--- src/gsa_pkg.sv ---
// gsa_pkg: shared field widths, command and status codes, result beat type
// used by the slot allocator interfaces and modules; depends on nothing
`timescale 1ns / 1ps
`default_nettype none

package gsa_pkg;

    localparam int CMD_W  = 2;
    localparam int ID_W   = 6;
    localparam int HGEN_W = 16;
    localparam int ST_W   = 2;

    localparam int NUM_SLOTS_DEF = 64;
    localparam int GEN_WIDTH_DEF = 16;

    localparam logic [CMD_W-1:0] CMD_ALLOC   = 2'd0;
    localparam logic [CMD_W-1:0] CMD_RELEASE = 2'd1;
    localparam logic [CMD_W-1:0] CMD_CHECK   = 2'd2;

    localparam logic [ST_W-1:0] ST_OK        = 2'd0;
    localparam logic [ST_W-1:0] ST_STALE     = 2'd1;
    localparam logic [ST_W-1:0] ST_EXHAUSTED = 2'd2;

    typedef struct packed {
        logic [ST_W-1:0]   status;
        logic [ID_W-1:0]   granted_id;
        logic [HGEN_W-1:0] granted_generation;
    } t_result;

endpackage

`default_nettype wire

--- src/gsa_if.sv ---
// gsa_cmd_if and gsa_res_if: valid/ready channels for command and result beats
// depends on gsa_pkg for field widths
`timescale 1ns / 1ps
`default_nettype none

interface gsa_cmd_if;
    logic                        valid;
    logic                        ready;
    logic [gsa_pkg::CMD_W-1:0]   command;
    logic [gsa_pkg::ID_W-1:0]    slot_id;
    logic [gsa_pkg::HGEN_W-1:0]  handle_generation;

    modport source (output valid, command, slot_id, handle_generation, input ready);
    modport sink   (input valid, command, slot_id, handle_generation, output ready);
endinterface

interface gsa_res_if;
    logic                        valid;
    logic                        ready;
    logic [gsa_pkg::ST_W-1:0]    status;
    logic [gsa_pkg::ID_W-1:0]    granted_id;
    logic [gsa_pkg::HGEN_W-1:0]  granted_generation;

    modport source (output valid, status, granted_id, granted_generation, input ready);
    modport sink   (input valid, status, granted_id, granted_generation, output ready);
endinterface

`default_nettype wire

--- src/generational_slot_allocator_core.sv ---
// latency: a result beat is offered on the edge after its command beat is taken, unless the
// result register still holds a beat that the sink has not taken
// throughput: one command per cycle unless the output stalls; slot entry read-modify-write,
// free-head pop/push and open count update all close in the single execute stage
// reset: free list empty, no slots opened, pipeline and result register empty;
// the slot memory is not cleared, entries are written when a slot is first opened
// generational_slot_allocator_core: top level; uses gsa_pkg, gsa_if, gsa_slot_table,
// gsa_result_reg
`timescale 1ns / 1ps
`default_nettype none

module generational_slot_allocator_core #(
    parameter int NUM_SLOTS = gsa_pkg::NUM_SLOTS_DEF,
    parameter int GEN_WIDTH = gsa_pkg::GEN_WIDTH_DEF
) (
    input  wire logic i_clk,
    input  wire logic i_rst_n,
    gsa_cmd_if.sink   i_cmd,
    gsa_res_if.source o_res
);

    localparam int IDX_W   = $clog2(NUM_SLOTS);
    localparam int PTR_W   = $clog2(NUM_SLOTS + 1);
    localparam int ENTRY_W = 2 + GEN_WIDTH + PTR_W;
    localparam int CMP_W   = (gsa_pkg::ID_W > PTR_W) ? gsa_pkg::ID_W : PTR_W;
    localparam int GCMP_W  = (gsa_pkg::HGEN_W > GEN_WIDTH) ? gsa_pkg::HGEN_W : GEN_WIDTH;

    localparam logic [PTR_W-1:0]     EMPTY   = PTR_W'(NUM_SLOTS);
    localparam logic [GEN_WIDTH-1:0] GEN_MAX = '1;

    // execute stage
    logic                             r_busy;
    logic [gsa_pkg::CMD_W-1:0]        r_cmd;
    logic [gsa_pkg::ID_W-1:0]         r_id;
    logic [gsa_pkg::HGEN_W-1:0]       r_hgen;
    logic [PTR_W-1:0]                 r_free_head;
    logic [PTR_W-1:0]                 r_slots_opened;
    logic [PTR_W-1:0]                 n_free_head;
    logic [PTR_W-1:0]                 n_slots_opened;

    logic                             in_accept;
    logic                             s1_adv;
    logic                             out_free;
    logic [IDX_W-1:0]                 rd_addr;

    logic [ENTRY_W-1:0]               ent;
    logic                             e_retired;
    logic                             e_live;
    logic [GEN_WIDTH-1:0]             e_gen;
    logic [PTR_W-1:0]                 e_link;
    logic                             hit;

    logic [PTR_W-1:0]                 s1_free_head;
    logic [PTR_W-1:0]                 s1_opened;
    logic                             s1_we;
    logic [IDX_W-1:0]                 s1_waddr;
    logic                             w_retired;
    logic                             w_live;
    logic [GEN_WIDTH-1:0]             w_gen;
    logic [PTR_W-1:0]                 w_link;
    logic                             g_ok;
    logic [IDX_W-1:0]                 g_addr;
    logic                             b_retired;
    logic [GEN_WIDTH-1:0]             b_gen;
    gsa_pkg::t_result                 res;

    assign in_accept   = i_cmd.valid && i_cmd.ready;
    assign s1_adv      = r_busy && out_free;
    assign i_cmd.ready = !r_busy || s1_adv;

    assign n_free_head    = s1_adv ? s1_free_head : r_free_head;
    assign n_slots_opened = s1_adv ? s1_opened : r_slots_opened;

    // read address: head after the item in execute commits, or the handle's slot
    always_comb begin
        if (i_cmd.command == gsa_pkg::CMD_ALLOC) begin
            rd_addr = (n_free_head < EMPTY) ? n_free_head[IDX_W-1:0] : '0;
        end else begin
            rd_addr = IDX_W'(i_cmd.slot_id);
        end
    end

    gsa_slot_table #(
        .IDX_W   (IDX_W),
        .ENTRY_W (ENTRY_W)
    ) u_table (
        .i_clk     (i_clk),
        .i_rst_n   (i_rst_n),
        .i_rd_en   (in_accept),
        .i_rd_addr (rd_addr),
        .i_wr_en   (s1_we && s1_adv),
        .i_wr_addr (s1_waddr),
        .i_wr_data ({w_retired, w_live, w_gen, w_link}),
        .o_rd_data (ent)
    );

    assign e_retired = ent[ENTRY_W-1];
    assign e_live    = ent[ENTRY_W-2];
    assign e_gen     = ent[PTR_W +: GEN_WIDTH];
    assign e_link    = ent[PTR_W-1:0];

    assign hit = (CMP_W'(r_id) < CMP_W'(r_slots_opened)) && e_live
              && (GCMP_W'(e_gen) == GCMP_W'(r_hgen));

    always_comb begin
        s1_free_head = r_free_head;
        s1_opened    = r_slots_opened;
        s1_we        = 1'b0;
        s1_waddr     = IDX_W'(r_id);
        w_retired    = e_retired;
        w_live       = e_live;
        w_gen        = e_gen;
        w_link       = e_link;
        g_ok         = 1'b0;
        g_addr       = '0;
        b_retired    = 1'b0;
        b_gen        = '0;
        res.status             = gsa_pkg::ST_STALE;
        res.granted_id         = r_id;
        res.granted_generation = '0;
        case (r_cmd)
            gsa_pkg::CMD_ALLOC: begin
                res.granted_id = '0;
                if (r_free_head < EMPTY) begin
                    g_ok         = 1'b1;
                    g_addr       = r_free_head[IDX_W-1:0];
                    b_retired    = e_retired;
                    b_gen        = e_gen;
                    s1_free_head = (e_link > EMPTY) ? EMPTY : e_link;
                end else if (r_slots_opened < EMPTY) begin
                    g_ok      = 1'b1;
                    g_addr    = r_slots_opened[IDX_W-1:0];
                    s1_opened = r_slots_opened + 1'b1;
                end
                res.status = gsa_pkg::ST_EXHAUSTED;
                if (g_ok) begin
                    s1_we     = 1'b1;
                    s1_waddr  = g_addr;
                    w_link    = EMPTY;
                    w_retired = b_retired;
                    if (b_retired || (b_gen == GEN_MAX)) begin
                        w_live = 1'b0;
                        w_gen  = b_gen;
                    end else begin
                        w_live                 = 1'b1;
                        w_gen                  = b_gen + 1'b1;
                        res.status             = gsa_pkg::ST_OK;
                        res.granted_id         = gsa_pkg::ID_W'(g_addr);
                        res.granted_generation = gsa_pkg::HGEN_W'(w_gen);
                    end
                end
            end
            gsa_pkg::CMD_RELEASE: begin
                if (hit) begin
                    s1_we      = 1'b1;
                    w_live     = 1'b0;
                    res.status = gsa_pkg::ST_OK;
                    if (e_gen == GEN_MAX) begin
                        w_retired = 1'b1;
                        w_link    = EMPTY;
                    end else begin
                        w_link       = r_free_head;
                        s1_free_head = PTR_W'(s1_waddr);
                    end
                end
            end
            gsa_pkg::CMD_CHECK: begin
                res.status = hit ? gsa_pkg::ST_OK : gsa_pkg::ST_STALE;
            end
            default: begin
                res.status = gsa_pkg::ST_STALE;
            end
        endcase
    end

    always_ff @(posedge i_clk) begin
        if (!i_rst_n) begin
            r_busy         <= 1'b0;
            r_free_head    <= EMPTY;
            r_slots_opened <= '0;
        end else begin
            r_free_head    <= n_free_head;
            r_slots_opened <= n_slots_opened;
            if (in_accept) begin
                r_busy <= 1'b1;
            end else if (s1_adv) begin
                r_busy <= 1'b0;
            end
        end
    end

    always_ff @(posedge i_clk) begin
        if (in_accept) begin
            r_cmd  <= i_cmd.command;
            r_id   <= i_cmd.slot_id;
            r_hgen <= i_cmd.handle_generation;
        end
    end

    gsa_result_reg u_result (
        .i_clk   (i_clk),
        .i_rst_n (i_rst_n),
        .i_load  (s1_adv),
        .i_res   (res),
        .o_free  (out_free),
        .o_res   (o_res)
    );

`ifndef SYNTHESIS
    // free list only ever holds opened slots
    a_head_opened: assert property (@(posedge i_clk) disable iff (!i_rst_n)
        (r_free_head != EMPTY) |-> (r_free_head < r_slots_opened))
        else $error("free head points past opened slots");

    // a stalled item leaves allocator state untouched
    a_stall_hold: assert property (@(posedge i_clk) disable iff (!i_rst_n)
        (r_busy && !s1_adv) |=> ($stable(r_free_head) && $stable(r_slots_opened)))
        else $error("allocator state changed while execute stage stalled");

    // slots open one at a time
    a_open_step: assert property (@(posedge i_clk) disable iff (!i_rst_n)
        (r_slots_opened != EMPTY) |=> ((r_slots_opened == $past(r_slots_opened))
            || (r_slots_opened == $past(r_slots_opened) + 1'b1)))
        else $error("open count jumped");
`endif

endmodule

`default_nettype wire

--- src/gsa_slot_table.sv ---
// gsa_slot_table: per-slot entry memory, one write and one registered read port,
// with write-to-read forwarding for a same-address access; no package use
`timescale 1ns / 1ps
`default_nettype none

module gsa_slot_table #(
    parameter int IDX_W   = 6,
    parameter int ENTRY_W = 25
) (
    input  wire logic               i_clk,
    input  wire logic               i_rst_n,
    input  wire logic               i_rd_en,
    input  wire logic [IDX_W-1:0]   i_rd_addr,
    input  wire logic               i_wr_en,
    input  wire logic [IDX_W-1:0]   i_wr_addr,
    input  wire logic [ENTRY_W-1:0] i_wr_data,
    output logic      [ENTRY_W-1:0] o_rd_data
);

    localparam int DEPTH = 1 << IDX_W;

    logic [ENTRY_W-1:0] r_mem [DEPTH];
    logic [ENTRY_W-1:0] r_mem_q;
    logic               r_byp;
    logic [ENTRY_W-1:0] r_byp_data;

    always_ff @(posedge i_clk) begin
        if (i_wr_en) begin
            r_mem[i_wr_addr] <= i_wr_data;
        end
        if (i_rd_en) begin
            r_mem_q    <= r_mem[i_rd_addr];
            r_byp_data <= i_wr_data;
        end
    end

    // same-cycle write to the address being read wins
    always_ff @(posedge i_clk) begin
        if (!i_rst_n) begin
            r_byp <= 1'b0;
        end else if (i_rd_en) begin
            r_byp <= i_wr_en && (i_wr_addr == i_rd_addr);
        end
    end

    assign o_rd_data = r_byp ? r_byp_data : r_mem_q;

endmodule

`default_nettype wire

--- src/gsa_result_reg.sv ---
// gsa_result_reg: output register holding one result beat toward the sink
// depends on gsa_pkg (t_result) and gsa_res_if
`timescale 1ns / 1ps
`default_nettype none

module gsa_result_reg (
    input  wire logic             i_clk,
    input  wire logic             i_rst_n,
    input  wire logic             i_load,
    input  wire gsa_pkg::t_result i_res,
    output logic                  o_free,
    gsa_res_if.source             o_res
);

    logic             r_vld;
    gsa_pkg::t_result r_res;

    always_ff @(posedge i_clk) begin
        if (!i_rst_n) begin
            r_vld <= 1'b0;
        end else if (i_load) begin
            r_vld <= 1'b1;
        end else if (o_res.ready) begin
            r_vld <= 1'b0;
        end
    end

    always_ff @(posedge i_clk) begin
        if (i_load) begin
            r_res <= i_res;
        end
    end

    assign o_free                   = !r_vld || o_res.ready;
    assign o_res.valid              = r_vld;
    assign o_res.status             = r_res.status;
    assign o_res.granted_id         = r_res.granted_id;
    assign o_res.granted_generation = r_res.granted_generation;

endmodule

`default_nettype wire

--- src/flat_wrapper.sv ---
// flat-port wrapper written by rule: the top's interface ports become plain ports
module generational_slot_allocator_core_flat 
#(
    parameter int NUM_SLOTS = gsa_pkg::NUM_SLOTS_DEF,
    parameter int GEN_WIDTH = gsa_pkg::GEN_WIDTH_DEF
)
  (i_clk, i_rst_n, i_cmd_valid, i_cmd_command, i_cmd_slot_id, i_cmd_handle_generation, i_cmd_ready, o_res_valid, o_res_status, o_res_granted_id, o_res_granted_generation, o_res_ready);
  gsa_cmd_if i_cmd_i ();
  gsa_res_if o_res_i ();
  input  wire logic i_clk;
  input  wire logic i_rst_n;
  input wire logic [$bits(i_cmd_i.valid)-1:0] i_cmd_valid;
  input wire logic [$bits(i_cmd_i.command)-1:0] i_cmd_command;
  input wire logic [$bits(i_cmd_i.slot_id)-1:0] i_cmd_slot_id;
  input wire logic [$bits(i_cmd_i.handle_generation)-1:0] i_cmd_handle_generation;
  output wire logic [$bits(i_cmd_i.ready)-1:0] i_cmd_ready;
  output wire logic [$bits(o_res_i.valid)-1:0] o_res_valid;
  output wire logic [$bits(o_res_i.status)-1:0] o_res_status;
  output wire logic [$bits(o_res_i.granted_id)-1:0] o_res_granted_id;
  output wire logic [$bits(o_res_i.granted_generation)-1:0] o_res_granted_generation;
  input wire logic [$bits(o_res_i.ready)-1:0] o_res_ready;
  assign i_cmd_i.valid = i_cmd_valid;
  assign i_cmd_i.command = i_cmd_command;
  assign i_cmd_i.slot_id = i_cmd_slot_id;
  assign i_cmd_i.handle_generation = i_cmd_handle_generation;
  assign i_cmd_ready = i_cmd_i.ready;
  assign o_res_valid = o_res_i.valid;
  assign o_res_status = o_res_i.status;
  assign o_res_granted_id = o_res_i.granted_id;
  assign o_res_granted_generation = o_res_i.granted_generation;
  assign o_res_i.ready = o_res_ready;
  generational_slot_allocator_core #(.NUM_SLOTS(NUM_SLOTS), .GEN_WIDTH(GEN_WIDTH)) u_core (.i_clk(i_clk), .i_rst_n(i_rst_n), .i_cmd(i_cmd_i), .o_res(o_res_i));
endmodule
--- config.mk ---
export PLATFORM = sky130hd
export DESIGN_NAME = generational_slot_allocator_core_flat
export DESIGN_NICKNAME = d
export VERILOG_FILES = /design/src/gsa_pkg.sv /design/src/gsa_if.sv /design/src/generational_slot_allocator_core.sv /design/src/gsa_slot_table.sv /design/src/gsa_result_reg.sv /design/src/flat_wrapper.sv
export SDC_FILE = /design/constraint.sdc
export NUM_CORES = 2
export LEC_CHECK = 0
export ABC_AREA = 1
export BUFFER_PORTS_ARGS = -buffer_cell sky130_fd_sc_hd__buf_2
export CORE_ASPECT_RATIO = 0.5
export CORE_MARGIN = 1.5
export CORE_UTILIZATION = 30
export DETAILED_ROUTE_END_ITERATION = 10
export HOLD_SLACK_MARGIN = 0.08
export PLACE_DENSITY = 0.43
export SLEW_MARGIN = 10
export SYNTH_ARGS = -nofsm -noshare
export SYNTH_HDL_FRONTEND = slang
export SYNTH_SLANG_ARGS = --single-unit
--- constraint.sdc ---
create_clock -name i_clk -period 16.9 [get_ports i_clk]
set_input_delay 4.225 -clock i_clk [delete_from_list [all_inputs] [get_ports i_clk]]
set_output_delay 4.225 -clock i_clk [all_outputs]
set_load 0.02 [all_outputs]
After elaboration in Yosys (flattened, before gate mapping)

Memory sizes are Yosys's and may differ from the RTL's. A register that Yosys moved wholly into a read port is not among the register bits.
Cells that the tools add are included.

Add/sub/neg operators: 2
$lt $le $gt $ge: 5
Eq/ne operators: 6
Mux-type cells: 49
Bitwise operators: 3
Reduce and logical (&&, ||, !) cells: 18

Operator list:

| kind                                                  | count |
|---|---|
| two-way mux 16 bit                                    | 5 |
| two-way mux 7 bit                                     | 8 |
| two-way mux 24 bit                                    | 2 |
| two-way mux 6 bit                                     | 6 |
| equality test 16 bit (second input constant)          | 2 |
| one-hot mux 7 bit (2 select lines)                    | 2 |
| two-way mux 25 bit                                    | 1 |
| two-way mux 22 bit                                    | 1 |
| less-than comparator 7 bit (second input constant)    | 3 |
| two-way mux 1 bit                                     | 20 |
| adder 16 x 1 -> 16 bit (second input constant)        | 1 |
| equality test 16 bit                                  | 1 |
| adder 7 x 1 -> 7 bit (second input constant)          | 1 |
| greater-than comparator 7 bit (second input constant) | 1 |
| less-than comparator 6 x 7 -> 1 bit                   | 1 |
| equality test 6 bit                                   | 1 |
| logical AND 1 bit                                     | 6 |
| one-hot mux 1 bit (2 select lines)                    | 3 |
| logical NOT 2 bit                                     | 2 |
| one-hot mux 2 bit (2 select lines)                    | 1 |
| AND reduction 4 bit                                   | 1 |
| nonzero test 2 bit                                    | 2 |
| logical OR 1 bit                                      | 3 |
| inverter 1 bit                                        | 3 |
| 5 further kinds                                       | 6 |

Bits in registers: 90
Bits in writable memories: 1600
Input bits: 28
Output and inout bits: 26
Word-level logic and storage cells: 96
Memories kept: 1

Memory list:

| name                 | words | width | read ports | clocked after memory_dff | write ports | line                 | source |
|---|---|---|---|---|---|---|---|
| u_core.u_table.r_mem | 64    | 25    | 1          | 1                        | 1           | gsa_slot_table.sv:22 | `logic [ENTRY_W-1:0] r_mem [DEPTH];` |

Logic depth before layout (Yosys ltp)

Word-level depth: 11
Depth in mapped cells: 26
Gate-level depth less buffers: 24

By module

A second synthesis with hierarchy kept.

Cells, all modules: 6200
Area total of the unflattened synthesis: 71507.3 um2

By module, submodules not included:

| module                           | times used | cells an instance | area each (um2) | seq. area each (um2) |
|---|---|---|---|---|
| gsa_slot_table                   | 1          | 5567              | 67129.4         | 49567.5 |
| generational_slot_allocator_core | 1          | 603               | 3611.0          | 1021.0 |
| gsa_result_reg                   | 1          | 30                | 767.0           | 740.7 |

Worst setup path after synthesis

No wires, ideal clock.

Path kind: input -> output
From: in o_res_ready
To: out i_cmd_ready
Arrival: 4478 ps
Required time: 12675 ps
Setup slack: 8197 ps
Stages on the path: 2
Buffers on the path: 0
Cells stage by stage: inv_1 nand3_1

Word-level cells in the longest chain between the ends: 3

RTL lines:

| what               | line                                   | source |
|---|---|---|
| start: declaration | flat_wrapper.sv:21                     | `input wire logic [$bits(o_res_i.ready)-1:0] o_res_ready;` |
| logical OR 1 bit   | gsa_result_reg.sv:34                   | `assign o_free = !r_vld \|\| o_res.ready;` |
| logical AND 1 bit  | generational_slot_allocator_core.sv:68 | `assign s1_adv = r_busy && out_free;` |
| logical OR 1 bit   | generational_slot_allocator_core.sv:69 | `assign i_cmd.ready = !r_busy \|\| s1_adv;` |
| end: declaration   | flat_wrapper.sv:16                     | `output wire logic [$bits(i_cmd_i.ready)-1:0] i_cmd_ready;` |

No other way between the ends.

Worst setup path after layout

From: in o_res_ready
To: reg u_core.u_table.r_mem_q[15], read port of u_core.u_table.r_mem (data pin)

Word-level cells in the longest chain between the ends: 6
Elaborated cells on any way between the ends: 8
Those cells by class: 1 x order compare; 3 x mux; 4 x reduce/logical

RTL lines:

| what                       | line                                   | source |
|---|---|---|
| logical OR 1 bit (*)       | gsa_result_reg.sv:34                   |  |
| logical AND 1 bit (*)      | generational_slot_allocator_core.sv:68 |  |
| two-way mux 7 bit          | generational_slot_allocator_core.sv:71 | `assign n_free_head = s1_adv ? s1_free_head : r_free_head;` |
| less-than comparator 7 bit | generational_slot_allocator_core.sv:77 | `rd_addr = (n_free_head < EMPTY) ? n_free_head[IDX_W-1:0] : '0;` |
| two-way mux 6 bit          | generational_slot_allocator_core.sv:77 |  |
| two-way mux 6 bit          | generational_slot_allocator_core.sv:76 | `if (i_cmd.command == gsa_pkg::CMD_ALLOC) begin` |
| end: declaration           | gsa_slot_table.sv:23                   | `logic [ENTRY_W-1:0] r_mem_q;` |

Every way passes the cells marked *; elsewhere a longest branch is shown, timed or not.
A chain may end at the register's enable or synchronous reset.

==> results.sh <==
export IMPL_postCtsSetupRepairBufs=0
export IMPL_finalWorstSetupSlack_ns=7.44
export IMPL_hold_viol=0
export IMPL_yosysUniqueCellTypes=39
export IMPL_clock_path_buffers=4
export IMPL_die_h_um=359
export IMPL_grt_pass1_vias=49700
export IMPL_antenna_found_initial=21
export IMPL_worstMarginPinSlew_ns=1.26
export IMPL_r2r_start="u_core.u_table.r_byp$_SDFFE_PN0P_"
export IMPL_cts_resized=0
export IMPL_clockRootBuffer="clkbuf_16"
export IMPL_drt_wl_total_mm=264
export IMPL_drt_pass1_iter_count=6
export IMPL_outcome="finished, final reports clean"
export IMPL_fin_skew_ns=0.0462
export IMPL_yosysSeqAreaShare_pct=67.4
export IMPL_grt_pass1_wl_mm=376
export IMPL_endpoint_kind="register"
export IMPL_synthFlopType="edfxtp_1"
export IMPL_core_area_sq_mm=0.252
export IMPL_num_rows=130
export IMPL_hp_start="u_core.r_slots_opened[2]$_SDFFE_PN0P_"
export IMPL_worst_hold_path_num_cells=2
export IMPL_synth_edff_count=1698
export IMPL_p_sw_mw=2.49
export IMPL_pwr_share_seq_pct=50.8
export IMPL_max_vdd_ir_drop_mv=0.0638
export IMPL_slew_limit_headroom_pct=15.1
export IMPL_ys_ff_latch=1715
export IMPL_clk_latency_ns=0.85
export IMPL_area_delta_synth_final_pct=13.0
export IMPL_crit_type="in -> reg"
export IMPL_cts_sinks=1715
export IMPL_drv_cap=0
export IMPL_fin_nets=7304
export IMPL_globalRouteOverflowTotal=0
export IMPL_power_internal_mw=7.06
export IMPL_portBuffers=53
export IMPL_dp_hpwl_mm=139
export IMPL_place_congestion=0.824
export IMPL_h_tree_depth=4
export IMPL_regToRegSetupSlack_ns=8.77
export IMPL_grt_max_degree=148
export IMPL_cp_arrival_ns=10.03
export IMPL_p_comb_share_pct=9.7
export IMPL_syn_area_sq_mm=0.0762
export IMPL_vias=52100
export IMPL_fin_util_pct=34.2
export IMPL_clkTransAtPathRegs_ns=0.06
export IMPL_start_util_pct=30.3
export IMPL_yosysWarnings=0
export IMPL_fin_crit_sh_pct=56.0
export IMPL_drc=0
export IMPL_holdPathEnd="u_core.r_slots_opened[2]$_SDFFE_PN0P_"
export IMPL_drt_iter0_drc=5230
export IMPL_die_w_um=716
export IMPL_syn_area_per_cell_sq_um=10.5
export IMPL_cp_max_fo=124
export IMPL_switching_share_pct=26.0
export IMPL_setup_viol=0
export IMPL_r2r_end="u_core.u_table.r_mem_q[15]$_DFFE_PP_"
export IMPL_cts_hold_buf=0
export IMPL_drtAntennaViolNets=0
export IMPL_synth_nets=7324
export IMPL_final_max_slew_viol_count=0
export IMPL_synth_cells=7287
export IMPL_p_per_area_mw_per_mm2=111
export IMPL_power_leakage_nw=34.3
export IMPL_crit_required_ns=17.47
export IMPL_cts_tree="yes"
export IMPL_nFillCells=25300
export IMPL_grtUsageTotal_pct=20.1
export IMPL_io_pins=54
export IMPL_start_kind="input pin"
export IMPL_seq_area_sq_mm=0.0513
export IMPL_clkPwrFrac_pct=39.5
export IMPL_multi_input_area_sq_mm=0.0187
export IMPL_async_flop_share_pct=0
export IMPL_hold_path_class="reg -> reg"
export IMPL_ff2ff_path_depth=26
export IMPL_drive_above_1_share_pct=7.48
export IMPL_rsz0062_at_grt="no"
export IMPL_whs_ns=0.515
export IMPL_period_minus_slack_ns=9.46
export IMPL_placement_setup_worst_slack_ns=6.64
export IMPL_cts_buffers=183
export IMPL_fmax_mhz=106
export IMPL_setup_tns_ns=0
export IMPL_vias_per_cell=4.84
export IMPL_dieArea_sq_mm=0.257
export IMPL_wire_per_inst_um=24.5
==> synthesized netlist by cell type, types with 4 or more instances <==
| cell | n | area share, % |
|---|---|---|
| edfxtp_1 | 1698 | 67 |
| nand3_1 | 1692 | 11 |
| nand2_1 | 1461 | 7.2 |
| inv_1 | 1360 | 6.7 |
| nand3b_1 | 250 | 2.5 |
| clkbuf_1 | 183 | 0.90 |
| nor2_1 | 165 | 0.81 |
| buf_2 | 161 | 1.1 |
| o21ai_0 | 63 | 0.41 |
| buf_1 | 32 | 0.16 |
| a21oi_1 | 30 | 0.20 |
| buf_4 | 28 | 0.28 |
| or2_2 | 28 | 0.23 |
| o22ai_1 | 26 | 0.21 |
| nand4_1 | 20 | 0.16 |
| dfxtp_1 | 17 | 0.45 |
| ha_1 | 9 | 0.15 |
| a221o_1 | 8 | 0.11 |
| nor3_1 | 8 | 0.053 |
| xor2_1 | 8 | 0.092 |
| o21ai_1 | 6 | 0.039 |
| inv_2 | 5 | 0.025 |
| a22oi_1 | 4 | 0.039 |
| o211ai_1 | 4 | 0.039 |
==> power by group through the flow <==
stage	sequential, mW	clock, mW	combinational (mW)
finish	4.85	3.78	0.924
CTS	4.85	3.86	0.929
floorplan	4.92	0	0.489
detailed placement	4.94	0	0.927
global route	4.85	4.02	0.996
global placement	4.94	0	0.927
==> flip-flops by register name, indices dropped and copies added, names as in the netlist <==
register                                  count
u_core.u_table.r_mem                       1600
u_core.u_table.r_byp_data                    25
u_core.u_table.r_mem_q                       25
u_core.r_hgen                                16
u_core.u_result.o_res.granted_generation     16
u_core.r_free_head                            7
u_core.r_slots_opened                         7
u_core.r_id                                   6
u_core.u_result.o_res.granted_id              6
u_core.r_cmd                                  2
u_core.u_result.o_res.status                  2
u_core.r_busy                                 1
u_core.u_result.o_res.valid                   1
u_core.u_table.r_byp                          1
==> cells by family (layout without fill, tap and decap cells) <==
family                     Yosys count  after routing  share of synthesized area (%)
DFF                               1715           1715                           67.4
AOI/OAI and AO/OA                  148            148                           1.12
buffers and inverters             1775           1879                           9.17
adders and majority gates            9              9                          0.148
and+or+nand+nor                   3631           3631                           22.1
muxes                                1              1                         0.0131
xor gates and xnor gates             8              8                         0.0919
other                                0              8                              0
==> cell type report <==
type                            count  share of cell area (%)
Timing Repair Buffer              202                    1.72
Multi-Input combinational cell   3797                    21.7
Inverter                         1368                    5.98
Antenna cell                        8                  0.0232
Sequential cell                  1715                    59.6
Tap cell                         3366                    4.89
Clock buffer                      242                    5.64
Clock inverter                     67                   0.482
==> how the worst max path moves through the flow <==
stage,from,to
6_report,o_res_ready,u_core.u_table.r_mem_q[15]$_DFFE_PP_
5_1_grt,o_res_ready,u_core.u_table.r_mem_q[15]$_DFFE_PP_
4_1_cts,i_cmd_command[1],u_core.u_table.r_mem_q[15]$_DFFE_PP_
3_5_place_dp,i_cmd_command[1],u_core.u_table.r_mem_q[15]$_DFFE_PP_
3_3_place_gp,i_cmd_command[1],u_core.u_table.r_mem_q[15]$_DFFE_PP_
2_1_floorplan,o_res_ready,i_cmd_ready
==> worst max-delay path: stages <==
cell,delay [ns]
buf_2,0.08
inv_1,0.04
nand2_1,0.07
nand2_1,0.10
nor2_1,0.29
inv_1,0.23
nand2_1,0.16
nand3_2,0.27
o21ai_4,0.25
buf_12,0.43
buf_4,0.73
buf_4,0.78
buf_4,0.79
nand2_1,0.11
nand3_1,0.12
nand3_1,0.10
nand3_1,0.31
nand3_1,0.25
nand3_1,0.26
nand2_1,0.08
==> routing by layer <==
layer | vias up | share of wire, % | global-route usage (%) | routed length, um
li1 | 24200 | - | - | -
met2 | 1545 | 44 | 31.1 | 116000
met5 | - | 0.019 | 0 | 51
met3 | 354 | 6.6 | 3.46 | 17400
met1 | 26000 | 47 | 29.2 | 123000
met4 | 6 | 2.7 | 5.32 | 7060
==> through the flow <==
stage          cell area [sq um]  cells  power [mW]
2_1_floorplan              76200   7287        5.41
3_3_place_gp               80800  10400        5.87
3_5_place_dp               80800  10400        5.87
4_1_cts                    86100  10800        9.64
5_1_grt                    86100  10800        9.86
6_report                   86100  10800        9.55
==> cells in the final DEF (no fill, tap or decap), types with 53 or more instances in the layout <==
cell,Yosys,routed
buf_4,28,141
o21ai_0,63,57
nor2_4,0,66
inv_1,1360,1358
clkbuf_1,183,56
clkbuf_16,0,185
nor2_1,165,100
buf_2,161,53
nand3_1,1692,1691
edfxtp_1,1698,1698
nand3b_1,250,250
nand2_1,1461,1459
No activity file was read; power rests on OpenSTA's default activity.
